File: src/rtl/core/bsi_pkg.sv
package bsi_pkg;

   // Configuration register indexes
   localparam logic [1:0] CSR_BOX_LEFT   = 2'd0;
   localparam logic [1:0] CSR_BOX_BOTTOM = 2'd1;
   localparam logic [1:0] CSR_BOX_RIGHT  = 2'd2;
   localparam logic [1:0] CSR_BOX_TOP    = 2'd3;

   // Box corners in edge order: left-bottom, right-bottom, right-top, left-top.
   // Edge k runs from corner k to corner k+1.
   localparam int NUM_CORNERS = 4;

   // Entries in the queue between classifier and cross-product stage
   localparam int QUEUE_DEPTH = 4;

   // Classification of one request, decided without multipliers
   typedef struct packed {
      logic                   decided;      // culled or endpoint inside
      logic                   decided_hit;  // result when decided
      logic [NUM_CORNERS-1:0] edge_ok;      // edge overlap and edge straddle pass
   } flags_type;

endpackage

File: src/rtl/core/bsi_front.sv
module bsi_front
   import bsi_pkg::*;
#(
   parameter int COORD_BITS = 16
) (
   input  logic                   clock,
   input  logic                   reset,
   input  logic                   csr_we,
   input  logic [1:0]             csr_index,
   input  logic [COORD_BITS-1:0]  csr_wdata,
   input  logic                   req_valid,
   output logic                   req_stall,
   input  logic signed [COORD_BITS-1:0] req_seg_x1,
   input  logic signed [COORD_BITS-1:0] req_seg_y1,
   input  logic signed [COORD_BITS-1:0] req_seg_x2,
   input  logic signed [COORD_BITS-1:0] req_seg_y2,
   input  logic                   queue_full,
   output logic                   push,
   output logic [10*(COORD_BITS+1)+$bits(flags_type)-1:0] push_data
);

   localparam int DW = COORD_BITS + 1;

   logic signed [COORD_BITS-1:0] left_ff, bottom_ff, right_ff, top_ff;
   logic signed [COORD_BITS-1:0] min_x, max_x, min_y, max_y;
   logic signed [COORD_BITS-1:0] lr_lo, lr_hi, bt_lo, bt_hi;
   logic signed [COORD_BITS-1:0] corner_x [NUM_CORNERS];
   logic signed [COORD_BITS-1:0] corner_y [NUM_CORNERS];
   logic signed [DW-1:0]         dd_x, dd_y;
   logic signed [DW-1:0]         off_x [NUM_CORNERS];
   logic signed [DW-1:0]         off_y [NUM_CORNERS];
   logic                         meet, in_1, in_2, x_ov, y_ov;
   logic [NUM_CORNERS-1:0]       edge_box, edge_cross;
   flags_type                    flags;

   // Hold the box registers
   always_ff @(posedge clock) begin
      if (reset) begin
         left_ff   <= '0;
         bottom_ff <= '0;
         right_ff  <= '0;
         top_ff    <= '0;
      end else if (csr_we) begin
         unique case (csr_index)
            CSR_BOX_LEFT:   left_ff   <= csr_wdata;
            CSR_BOX_BOTTOM: bottom_ff <= csr_wdata;
            CSR_BOX_RIGHT:  right_ff  <= csr_wdata;
            CSR_BOX_TOP:    top_ff    <= csr_wdata;
            default: ;
         endcase
      end
   end

   // Take a request whenever the queue has room
   assign req_stall = queue_full;
   assign push      = req_valid && !queue_full;

   // Bounds of the segment and of the box edges
   always_comb begin
      min_x = (req_seg_x1 < req_seg_x2) ? req_seg_x1 : req_seg_x2;
      max_x = (req_seg_x1 > req_seg_x2) ? req_seg_x1 : req_seg_x2;
      min_y = (req_seg_y1 < req_seg_y2) ? req_seg_y1 : req_seg_y2;
      max_y = (req_seg_y1 > req_seg_y2) ? req_seg_y1 : req_seg_y2;
      lr_lo = (left_ff < right_ff) ? left_ff : right_ff;
      lr_hi = (left_ff > right_ff) ? left_ff : right_ff;
      bt_lo = (bottom_ff < top_ff) ? bottom_ff : top_ff;
      bt_hi = (bottom_ff > top_ff) ? bottom_ff : top_ff;
   end

   // Cull against the box and check the endpoints for containment
   always_comb begin
      meet = (left_ff <= max_x) && (min_x <= right_ff) &&
             (bottom_ff <= max_y) && (min_y <= top_ff);
      in_1 = (req_seg_x1 >= left_ff) && (req_seg_x1 <= right_ff) &&
             (req_seg_y1 >= bottom_ff) && (req_seg_y1 <= top_ff);
      in_2 = (req_seg_x2 >= left_ff) && (req_seg_x2 <= right_ff) &&
             (req_seg_y2 >= bottom_ff) && (req_seg_y2 <= top_ff);
   end

   // Edge overlap and the straddle of the endpoints across each edge line
   always_comb begin
      x_ov = (min_x <= lr_hi) && (lr_lo <= max_x);
      y_ov = (min_y <= bt_hi) && (bt_lo <= max_y);
      edge_box[0] = x_ov && (min_y <= bottom_ff) && (bottom_ff <= max_y);
      edge_box[1] = y_ov && (min_x <= right_ff) && (right_ff <= max_x);
      edge_box[2] = x_ov && (min_y <= top_ff) && (top_ff <= max_y);
      edge_box[3] = y_ov && (min_x <= left_ff) && (left_ff <= max_x);
      // reject when the edge has length and both endpoints lie strictly on one side
      edge_cross[0] = (left_ff != right_ff) &&
                      (((req_seg_y1 > bottom_ff) && (req_seg_y2 > bottom_ff)) ||
                       ((req_seg_y1 < bottom_ff) && (req_seg_y2 < bottom_ff)));
      edge_cross[1] = (bottom_ff != top_ff) &&
                      (((req_seg_x1 > right_ff) && (req_seg_x2 > right_ff)) ||
                       ((req_seg_x1 < right_ff) && (req_seg_x2 < right_ff)));
      edge_cross[2] = (left_ff != right_ff) &&
                      (((req_seg_y1 > top_ff) && (req_seg_y2 > top_ff)) ||
                       ((req_seg_y1 < top_ff) && (req_seg_y2 < top_ff)));
      edge_cross[3] = (bottom_ff != top_ff) &&
                      (((req_seg_x1 > left_ff) && (req_seg_x2 > left_ff)) ||
                       ((req_seg_x1 < left_ff) && (req_seg_x2 < left_ff)));
      flags.decided     = !meet || in_1 || in_2;
      flags.decided_hit = meet && (in_1 || in_2);
      flags.edge_ok     = edge_box & ~edge_cross;
   end

   // Offsets of the segment direction and of each corner from the first endpoint
   always_comb begin
      corner_x[0] = left_ff;   corner_y[0] = bottom_ff;
      corner_x[1] = right_ff;  corner_y[1] = bottom_ff;
      corner_x[2] = right_ff;  corner_y[2] = top_ff;
      corner_x[3] = left_ff;   corner_y[3] = top_ff;
      dd_x = {req_seg_x2[COORD_BITS-1], req_seg_x2} - {req_seg_x1[COORD_BITS-1], req_seg_x1};
      dd_y = {req_seg_y2[COORD_BITS-1], req_seg_y2} - {req_seg_y1[COORD_BITS-1], req_seg_y1};
      for (int k = 0; k < NUM_CORNERS; k++) begin
         off_x[k] = {corner_x[k][COORD_BITS-1], corner_x[k]} -
                    {req_seg_x1[COORD_BITS-1], req_seg_x1};
         off_y[k] = {corner_y[k][COORD_BITS-1], corner_y[k]} -
                    {req_seg_y1[COORD_BITS-1], req_seg_y1};
      end
   end

   // Pack the queue entry
   always_comb begin
      push_data = '0;
      for (int k = 0; k < NUM_CORNERS; k++) begin
         push_data[k*DW +: DW]                 = off_y[k];
         push_data[(NUM_CORNERS+k)*DW +: DW]   = off_x[k];
      end
      push_data[2*NUM_CORNERS*DW +: DW]       = dd_y;
      push_data[(2*NUM_CORNERS+1)*DW +: DW]   = dd_x;
      push_data[10*DW +: $bits(flags_type)]   = flags;
   end

endmodule

File: config.mk
export PLATFORM = sky130hd
export DESIGN_NAME = bsi_front
export DESIGN_NICKNAME = d
export VERILOG_FILES = /design/src/rtl/core/bsi_pkg.sv /design/src/rtl/core/bsi_front.sv
export SDC_FILE = /design/constraint.sdc
export NUM_CORES = 1
export LEC_CHECK = 0
export BUFFER_PORTS_ARGS = -buffer_cell sky130_fd_sc_hd__clkbuf_2
export CAP_MARGIN = 20
export CORE_MARGIN = 4
export CORE_UTILIZATION = 57
export CTS_CLUSTER_DIAMETER = 120
export DETAILED_ROUTE_END_ITERATION = 7
export PLACE_DENSITY = 0.9
export SLEW_MARGIN = 20
export SYNTH_ARGS = -nofsm -noshare
export SYNTH_HDL_FRONTEND = slang
export SYNTH_SLANG_ARGS = --single-unit
File: constraint.sdc
create_clock -name clock -period 11.8 [get_ports clock]
set_input_delay 1.77 -clock clock [delete_from_list [all_inputs] [get_ports clock]]
set_output_delay 1.77 -clock clock [all_outputs]
set_load 0.05 [all_outputs]
==> summary.md, run 1 <==
| Metric | Value |
|---|---|
| CP max-delay cell | `a31oi_4` |
| Share of the synthesized area in the top cell type | `30.9%` |
| Cell count after synthesis | `2085` |
| Final setup viols | `0` |
| Fmax achieved | `106 MHz` |
| CP cell instances | `clkbuf_2, inv_1, ha_1, nor2b_1, o21ai_2, a21boi_1, o41a_1, a21oi_2, a31oi_4, nor2b_4, mux2_2, ha_1, a2111oi_0, o21ai_0, o211ai_1, nand4_1, a32o_1, a2111oi_1, clkbuf_2` |
| Gr ovfl total | `0` |
| Period utilization | `79.7%` |
| Clk sinks | `64` |
| Port Buf Inserts | `264` |
| Worst setup EP type | `primary output` |
| CORE AREA | `27100 um2` |
| Syn Std Cell Area | `15800 um2` |
| Filler instances | `2434` |
| Dpl hpwl | `51.3 mm` |
| Critical Path Start Type | `input pin` |
| RSZ-0062 raised after global routing | `false` |
| Share of post-route cells with drive strength above 1 | `15.3%` |
| Worst-path fanout max | `33` |
| TNS Setup | `0 ns` |
| Maxcap violations | `0` |
| Asr flop ratio synth | `0%` |
| Drt via density | `roughly 6.4` |
| Post-CTS Setup Bufs | `0` |
| Slew Viols, Final | `0` |
| Final wirelength | `around 60 mm` |
| Commonest non-fill, non-tap cells in the layout | `390 x ha_1, 264 x clkbuf_2, 247 x nand2_1, 221 x a21oi_1, 150 x inv_1` |
| Outcome | `complete, no violations` |
| Number of cells on the worst reg-to-reg path | `2` |
| Final Util | `63.5%` |
| Htree depth | `3` |
| WL per Instance | `22.5 um` |
| Die area | `30400 um2` |
| DRT Pass-1 Iters | `6` |
| CTS resizes | `0` |
| Post-synthesis register bit count | `64` |
| Fin Clk Skew | `0 ns` |
| Final Hold Slack | `~0.58 ns` |
| Final-report hold violation count | `0` |
| Mapped Nets | `2568` |
| Worst hold path depth | `2` |
| Hold Buf Count CTS | `0` |
| Average size of a mapped cell | `~7.6 um2` |
| Critical Path Max Stage Delay | `0.69 ns` |
| Post-synth top area cell | `ha_1` |
| YS warnings | `0` |
| Crit path DAT | `about 7.6 ns` |
| Initial antenna violation count | `0` |
| Seq/Total Area, Yosys | `~8.1%` |
| Pin count of the biggest net entering global routing | `65` |
| Hold Path Class | `flop to flop` |
| Vias in the first global route | `~16k` |
| Clk Latency, worst-skew pair | `0.31 ns` |
| DRC viols | `0` |
| Area growth syn-to-layout | `8.97%` |
| Global-route usage over all layers | `36.7%` |
| DR iter-0 viols | `1644` |
| Crit path kind | `input pin to primary output` |
| Area contributors post-synth | `ha_1 31%, dfxtp_1 8.1%, a21oi_1 7.0%` |
| Die X-Extent | `174 um` |
| Leak pwr | `roughly 8.5 nW` |
| Worst Path Required | `10.03 ns` |
| Nets | `~2.7k` |
| Post-synth top flop | `dfxtp_1` |
| CTS Buffer Depth | `2` |
| Final Critical Period | `roughly 9.4 ns` |
| Most common cell after layout, fill and taps aside | `ha_1` |
| Initial Utilization | `about three fifths` |
| Netlist cell types | `83` |
| Pwr/cell area | `96.8 nW/um2` |
| Top Ports | `265` |
| FP Rows | `60` |
| Routability congestion estimate from global placement | `1.05` |
| TritonCTS clock tree | `done` |
| Global-route wire length before repair | `89.5 mm` |
| Die Y | `around 170 um` |
| Total CTS buffers | `9` |
| Worst-path clk slew | `0.05 ns` |
| Worst-Margin Slew | `1.00 ns` |
| VDD IR max | `0.0000910 V` |
| Slew HR | `about a third` |
| Final ANT Viol Nets | `0` |
| Clk root buf | `clkbuf_16` |
| Via count | `16.8k` |
| Number of synthesized flops with an enable pin | `0` |
## layout make-up
type,count,area (um2),share of cell area (%)
Antenna cell,1,2.50,0.0145
Clock buffer,12,246,1.43
Clock inverter,3,42.5,0.247
Inverter,150,563,3.27
Multi-Input combinational cell,1761,13200,76.9
Sequential cell,64,1280,7.45
Tap cell,372,465,2.71
Timing Repair Buffer,270,1370,7.94
## routing by layer
metal,wire [um],track usage [%],up-vias
li1,-,-,7872
met1,24900,49.7,7844
met2,26500,60.1,931
met3,5850,5.96,150
met4,2020,10.9,0
met5,0,0,-
## worst max-delay path: cells and delay by family
family          cells  cell delay (ns)
mux                 1             0.47
buf+inv             3             0.70
fa+ha+maj           2             0.67
compound gates     10             3.04
simple gates        3             0.98
## power by group
| group | total [mW] | switching (mW) | leakage [nW] | internal, mW |
|---|---|---|---|---|
| clock network | 0.254 | 0.0864 | 0.139 | 0.168 |
| registers | 0.246 | 0.0228 | 0.520 | 0.224 |
| logic | 1.16 | 0.812 | 7.82 | 0.353 |
## cells in the mapped netlist, drive strengths merged (43+ instances only)
library cell	count
nor2b	43
ha	390
buf	77
a21o	61
nor2	127
o21ai	110
nand3	46
xnor2	52
nand2	248
nand4	53
mux2i	60
a21oi	223
dfxtp	64
inv	150
## registers in the layout, summed over array words and instances (netlist names)
signal     cells
top_ff        16
left_ff       16
bottom_ff     16
right_ff      16
## logic make-up (layout without fill, tap and decap cells)
family / count (synthesis) / count (layout) / share of synthesized area, %
AO/OA/AOI/OAI: 560 / 560 / 22.1
flip-flops: 64 / 64 / 8.11
adder cells (fa/ha/maj): 396 / 396 / 31.7
other: 0 / 1 / 0
buffers and inverters: 260 / 435 / 8.11
AND/OR/NAND/NOR: 641 / 641 / 19.6
XOR/XNOR: 72 / 72 / 3.99
multiplexers: 92 / 92 / 6.37
## worst paths after layout
path | to | slack, ns | start
worst min-delay path | left_ff[0]$_SDFFE_PP0P_ | 0.58 | left_ff[0]$_SDFFE_PP0P_
worst max register to register | left_ff[15]$_SDFFE_PP0P_ | 10.76 | left_ff[15]$_SDFFE_PP0P_
worst min register to register | left_ff[0]$_SDFFE_PP0P_ | 0.58 | left_ff[0]$_SDFFE_PP0P_
worst max-delay path | push_data[170] | 2.40 | req_seg_x1[1]
## per-stage QoR
| stage | setup WS, ns | cell area [um2] | cells | total power, mW |
|---|---|---|---|---|
| finish | 2.40 | 17200 | 2633 | 1.67 |
| global route | 2.06 | 17200 | 2632 | 1.76 |
| CTS | 2.55 | 17200 | 2632 | 1.65 |
| detailed placement | 2.58 | 16900 | 2617 | 1.39 |
| global placement | 2.67 | 16900 | 2617 | 1.37 |
| floorplan | 3.21 | 15800 | 2085 | 1.14 |
Power figures use the tool's default switching activity.
==> inputs of run 2 (changes only) <==
--- a/config.mk
+++ b/config.mk
@@ -5,13 +5,14 @@
 export SDC_FILE = /design/constraint.sdc
 export NUM_CORES = 1
 export LEC_CHECK = 0
+export ABC_AREA = 1
 export BUFFER_PORTS_ARGS = -buffer_cell sky130_fd_sc_hd__clkbuf_2
 export CAP_MARGIN = 20
 export CORE_MARGIN = 4
 export CORE_UTILIZATION = 57
 export CTS_CLUSTER_DIAMETER = 120
 export DETAILED_ROUTE_END_ITERATION = 7
-export PLACE_DENSITY = 0.9
+export PLACE_DENSITY = 0.89
 export SLEW_MARGIN = 20
 export SYNTH_ARGS = -nofsm -noshare
 export SYNTH_HDL_FRONTEND = slang
==> constraint.sdc (replaced) <==
create_clock -name clock -period 9.8 [get_ports clock]
set_input_delay 1.47 -clock clock [delete_from_list [all_inputs] [get_ports clock]]
set_output_delay 1.47 -clock clock [all_outputs]
set_load 0.05 [all_outputs]
==> summary.md, run 2 <==
| Metric | Value |
|---|---|
| Global-route usage over all layers | `36.8% (+0.056 points)` |
| Worst-path clk slew | `0.06 ns (about the same)` |
| CORE AREA | `27900 um2 (+3.1%)` |
| Pwr Total | `2.55 mW (+53%)` |
| TritonCTS clock tree | `done` |
| Synth top cells by count | `632 x nand2_1, 390 x ha_1, 271 x inv_1` |
| Outcome | `complete, no violations` |
| Die X-Extent | `177 um (+1.3%)` |
| Worst-Margin Slew | `1.05 ns (+0.0453 ns)` |
| Dpl hpwl | `49.7 mm (-3.0%)` |
| Htree depth | `3 (unchanged)` |
| Post-synthesis register bit count | `64 (unchanged)` |
| DR iter-0 viols | `1720 (+4.6%)` |
| Cell count after synthesis | `2509 (+20%)` |
| CTS Buffer Depth | `2 (unchanged)` |
| Leak pwr | `9.73 nW (+15%)` |
| DRT Pass-1 Iters | `6 (unchanged)` |
| Nets | `3156 (+15%)` |
| Pin count of the biggest net entering global routing | `65 (unchanged)` |
| Clk root buf | `clkbuf_16` |
| Share of the synthesized area in the top cell type | `30.1% (-0.83 points)` |
| WL per Instance | `19.6 um (-13%)` |
| Syn Std Cell Area | `16200 um2 (+2.8%)` |
| Hold Path Class | `flop to flop` |
| Asr flop ratio synth | `0% (unchanged)` |
| Die Y | `177 um (+1.3%)` |
| Area growth syn-to-layout | `8.60%` |
| Clk Latency, worst-skew pair | `0.35 ns (+0.04 ns)` |
| Gr ovfl total | `0 (unchanged)` |
| Top Ports | `265 (unchanged)` |
| Clk sinks | `64 (unchanged)` |
| Fin Clk Skew | `0 ns (unchanged)` |
| Area contributors post-synth | `ha_1 30%, nand2_1 15%, dfxtp_1 7.9%` |
| Final ANT Viol Nets | `0 (unchanged)` |
| Slew Viols, Final | `0 (unchanged)` |
| Drt via density | `6.06 (-5.1%)` |
| DRC viols | `0 (unchanged)` |
| Average size of a mapped cell | `6.47 um2 (-15%)` |
| Antenna Cells | `0 (-1)` |
| Slew HR | `30.1% (-3.1 points)` |
| Critical Path Start Type | `input pin` |
| Most common cell after layout, fill and taps aside | `nand2_1` |
| Maxcap violations | `0 (unchanged)` |
| Global-route wire length before repair | `91.5 mm (+2.2%)` |
| CTS resizes | `0 (unchanged)` |
| Post-synth top area cell | `ha_1` |
| Crit path kind | `input pin to primary output` |
| Number of synthesized flops with an enable pin | `0 (unchanged)` |
| Share of post-route cells with drive strength above 1 | `12.0% (-3.3 points)` |
| Final setup viols | `0 (unchanged)` |
| Filler instances | `2674 (+9.9%)` |
| YS warnings | `0 (unchanged)` |
| VDD IR max | `0.000134 V (+47%)` |
| Pwr/cell area | `145 nW/um2 (+49%)` |
| Initial antenna violation count | `0 (unchanged)` |
| Final-report hold violation count | `0 (unchanged)` |
| Final wirelength | `59.9 mm (+1.1%)` |
| Fmax achieved | `138 MHz` |
| Final Critical Period | `7.24 ns` |
| Netlist cell types | `43 (-48%)` |
| RSZ-0062 raised after global routing | `false` |
| Port Buf Inserts | `264 (unchanged)` |
| Post-synth top flop | `dfxtp_1` |
| Vias in the first global route | `17.7k (+12%)` |
| Seq/Total Area, Yosys | `7.90% (-0.22 points)` |
| Die area | `31200 um2 (+2.6%)` |
| TNS Setup | `0 ns (unchanged)` |
| Period utilization | `73.9%` |
| Hold Buf Count CTS | `0 (unchanged)` |
| Initial Utilization | `58.1% (-0.17 points)` |
| Worst Path Required | `8.33 ns (-1.70 ns)` |
| Total CTS buffers | `9 (unchanged)` |
| FP Rows | `61 (+1.7%)` |
| Via count | `18.5k (+10%)` |
| Count leader, synth | `nand2_1` |
| Routability congestion estimate from global placement | `0.982 (-6.5%)` |
| Commonest non-fill, non-tap cells in the layout | `632 x nand2_1, 390 x ha_1, 270 x inv_1, 264 x clkbuf_2, 233 x nor2_1` |
| Mapped Nets | `2992 (+17%)` |
| Worst setup EP type | `primary output` |
| Worst-path fanout max | `34 (+3.0%)` |
| Post-CTS Setup Bufs | `0 (unchanged)` |
| Crit path DAT | `5.77 ns (-1.86 ns)` |
run 2: changes by cell type after synthesis, sizes merged, moves of 57 or more:
cell	change
inv	+121
mux2i	-60
nand2	+391
nand3	+64
nor2	+106
o21ai	+57
run 2: stage by stage:
stage	cell area (um2)	utilization (%)	hold WS, ns	setup slack (ns)	std cells
final	17600	63.1	0.667	2.56	3056
after global routing	17600	63.1	0.692	2.32	3056
after CTS	17600	63.0	0.661	2.65	3054
after detailed placement	17300	61.8	0.654	2.66	3038
after global placement	17300	61.8	0.655	2.74	3038
after floorplan	16200	-	0.540	3.41	2509
run 2: layout make-up:
type | instances | area [um2] | share of cell area (%)
Clock buffer | 9 | 225 | 1.28
Clock inverter | 7 | 100 | 0.568
Inverter | 271 | 1020 | 5.77
Multi-Input combinational cell | 2058 | 13200 | 74.6
Sequential cell | 64 | 1280 | 7.27
Tap cell | 378 | 473 | 2.68
Timing Repair Buffer | 269 | 1370 | 7.80
run 2: path summary, 6_finish.rpt:
check | startpoint | to | slack (ns) | cells after the start
max | req_seg_y1[2] | push_data[174] | 2.56 | 25
max reg2reg | left_ff[9]$_SDFFE_PP0P_ | left_ff[9]$_SDFFE_PP0P_ | 8.57 | 2
min | bottom_ff[4]$_SDFFE_PP0P_ | bottom_ff[4]$_SDFFE_PP0P_ | 0.67 | 2
min reg2reg | bottom_ff[4]$_SDFFE_PP0P_ | bottom_ff[4]$_SDFFE_PP0P_ | 0.67 | 2
run 2: cell families after synthesis:
family | synth area share, %
buffers and inverters | 11.1
AOI/OAI and AO/OA | 17.1
xor gates and xnor gates | 4.64
adders and majority gates | 30.8
DFF | 7.90
and+or+nand+nor | 28.5
run 2: critical path: stages:
cell      delay (ns)
clkbuf_2        0.08
inv_1           0.08
ha_1            0.38
a21oi_1         0.21
o21ai_2         0.11
a21oi_2         0.31
o21ai_2         0.11
nand3_1         0.12
nand3_2         0.09
nand2_2         0.48
o21ai_1         0.25
ha_1            0.34
nand2_1         0.07
nor2_1          0.37
nand2_1         0.11
nand2_1         0.20
nand2_1         0.12
nand2_1         0.08
nand2_1         0.05
nand3_1         0.09
nand2_1         0.08
inv_1           0.07
nand2_1         0.05
a21oi_1         0.14
clkbuf_2        0.30
run 2: routing by layer:
layer,share of wire (%),track usage [%]
met1,36,40.4
met2,45,61.2
met3,9.7,7.65
met4,9.8,29.9
met5,0,0
run 2: power by group:
part           internal, mW  switching, mW  leakage, nW  total (mW)
clock network         0.226          0.145        0.161       0.371
logic                 0.513           1.36         9.04        1.87
registers             0.274         0.0291        0.524       0.303
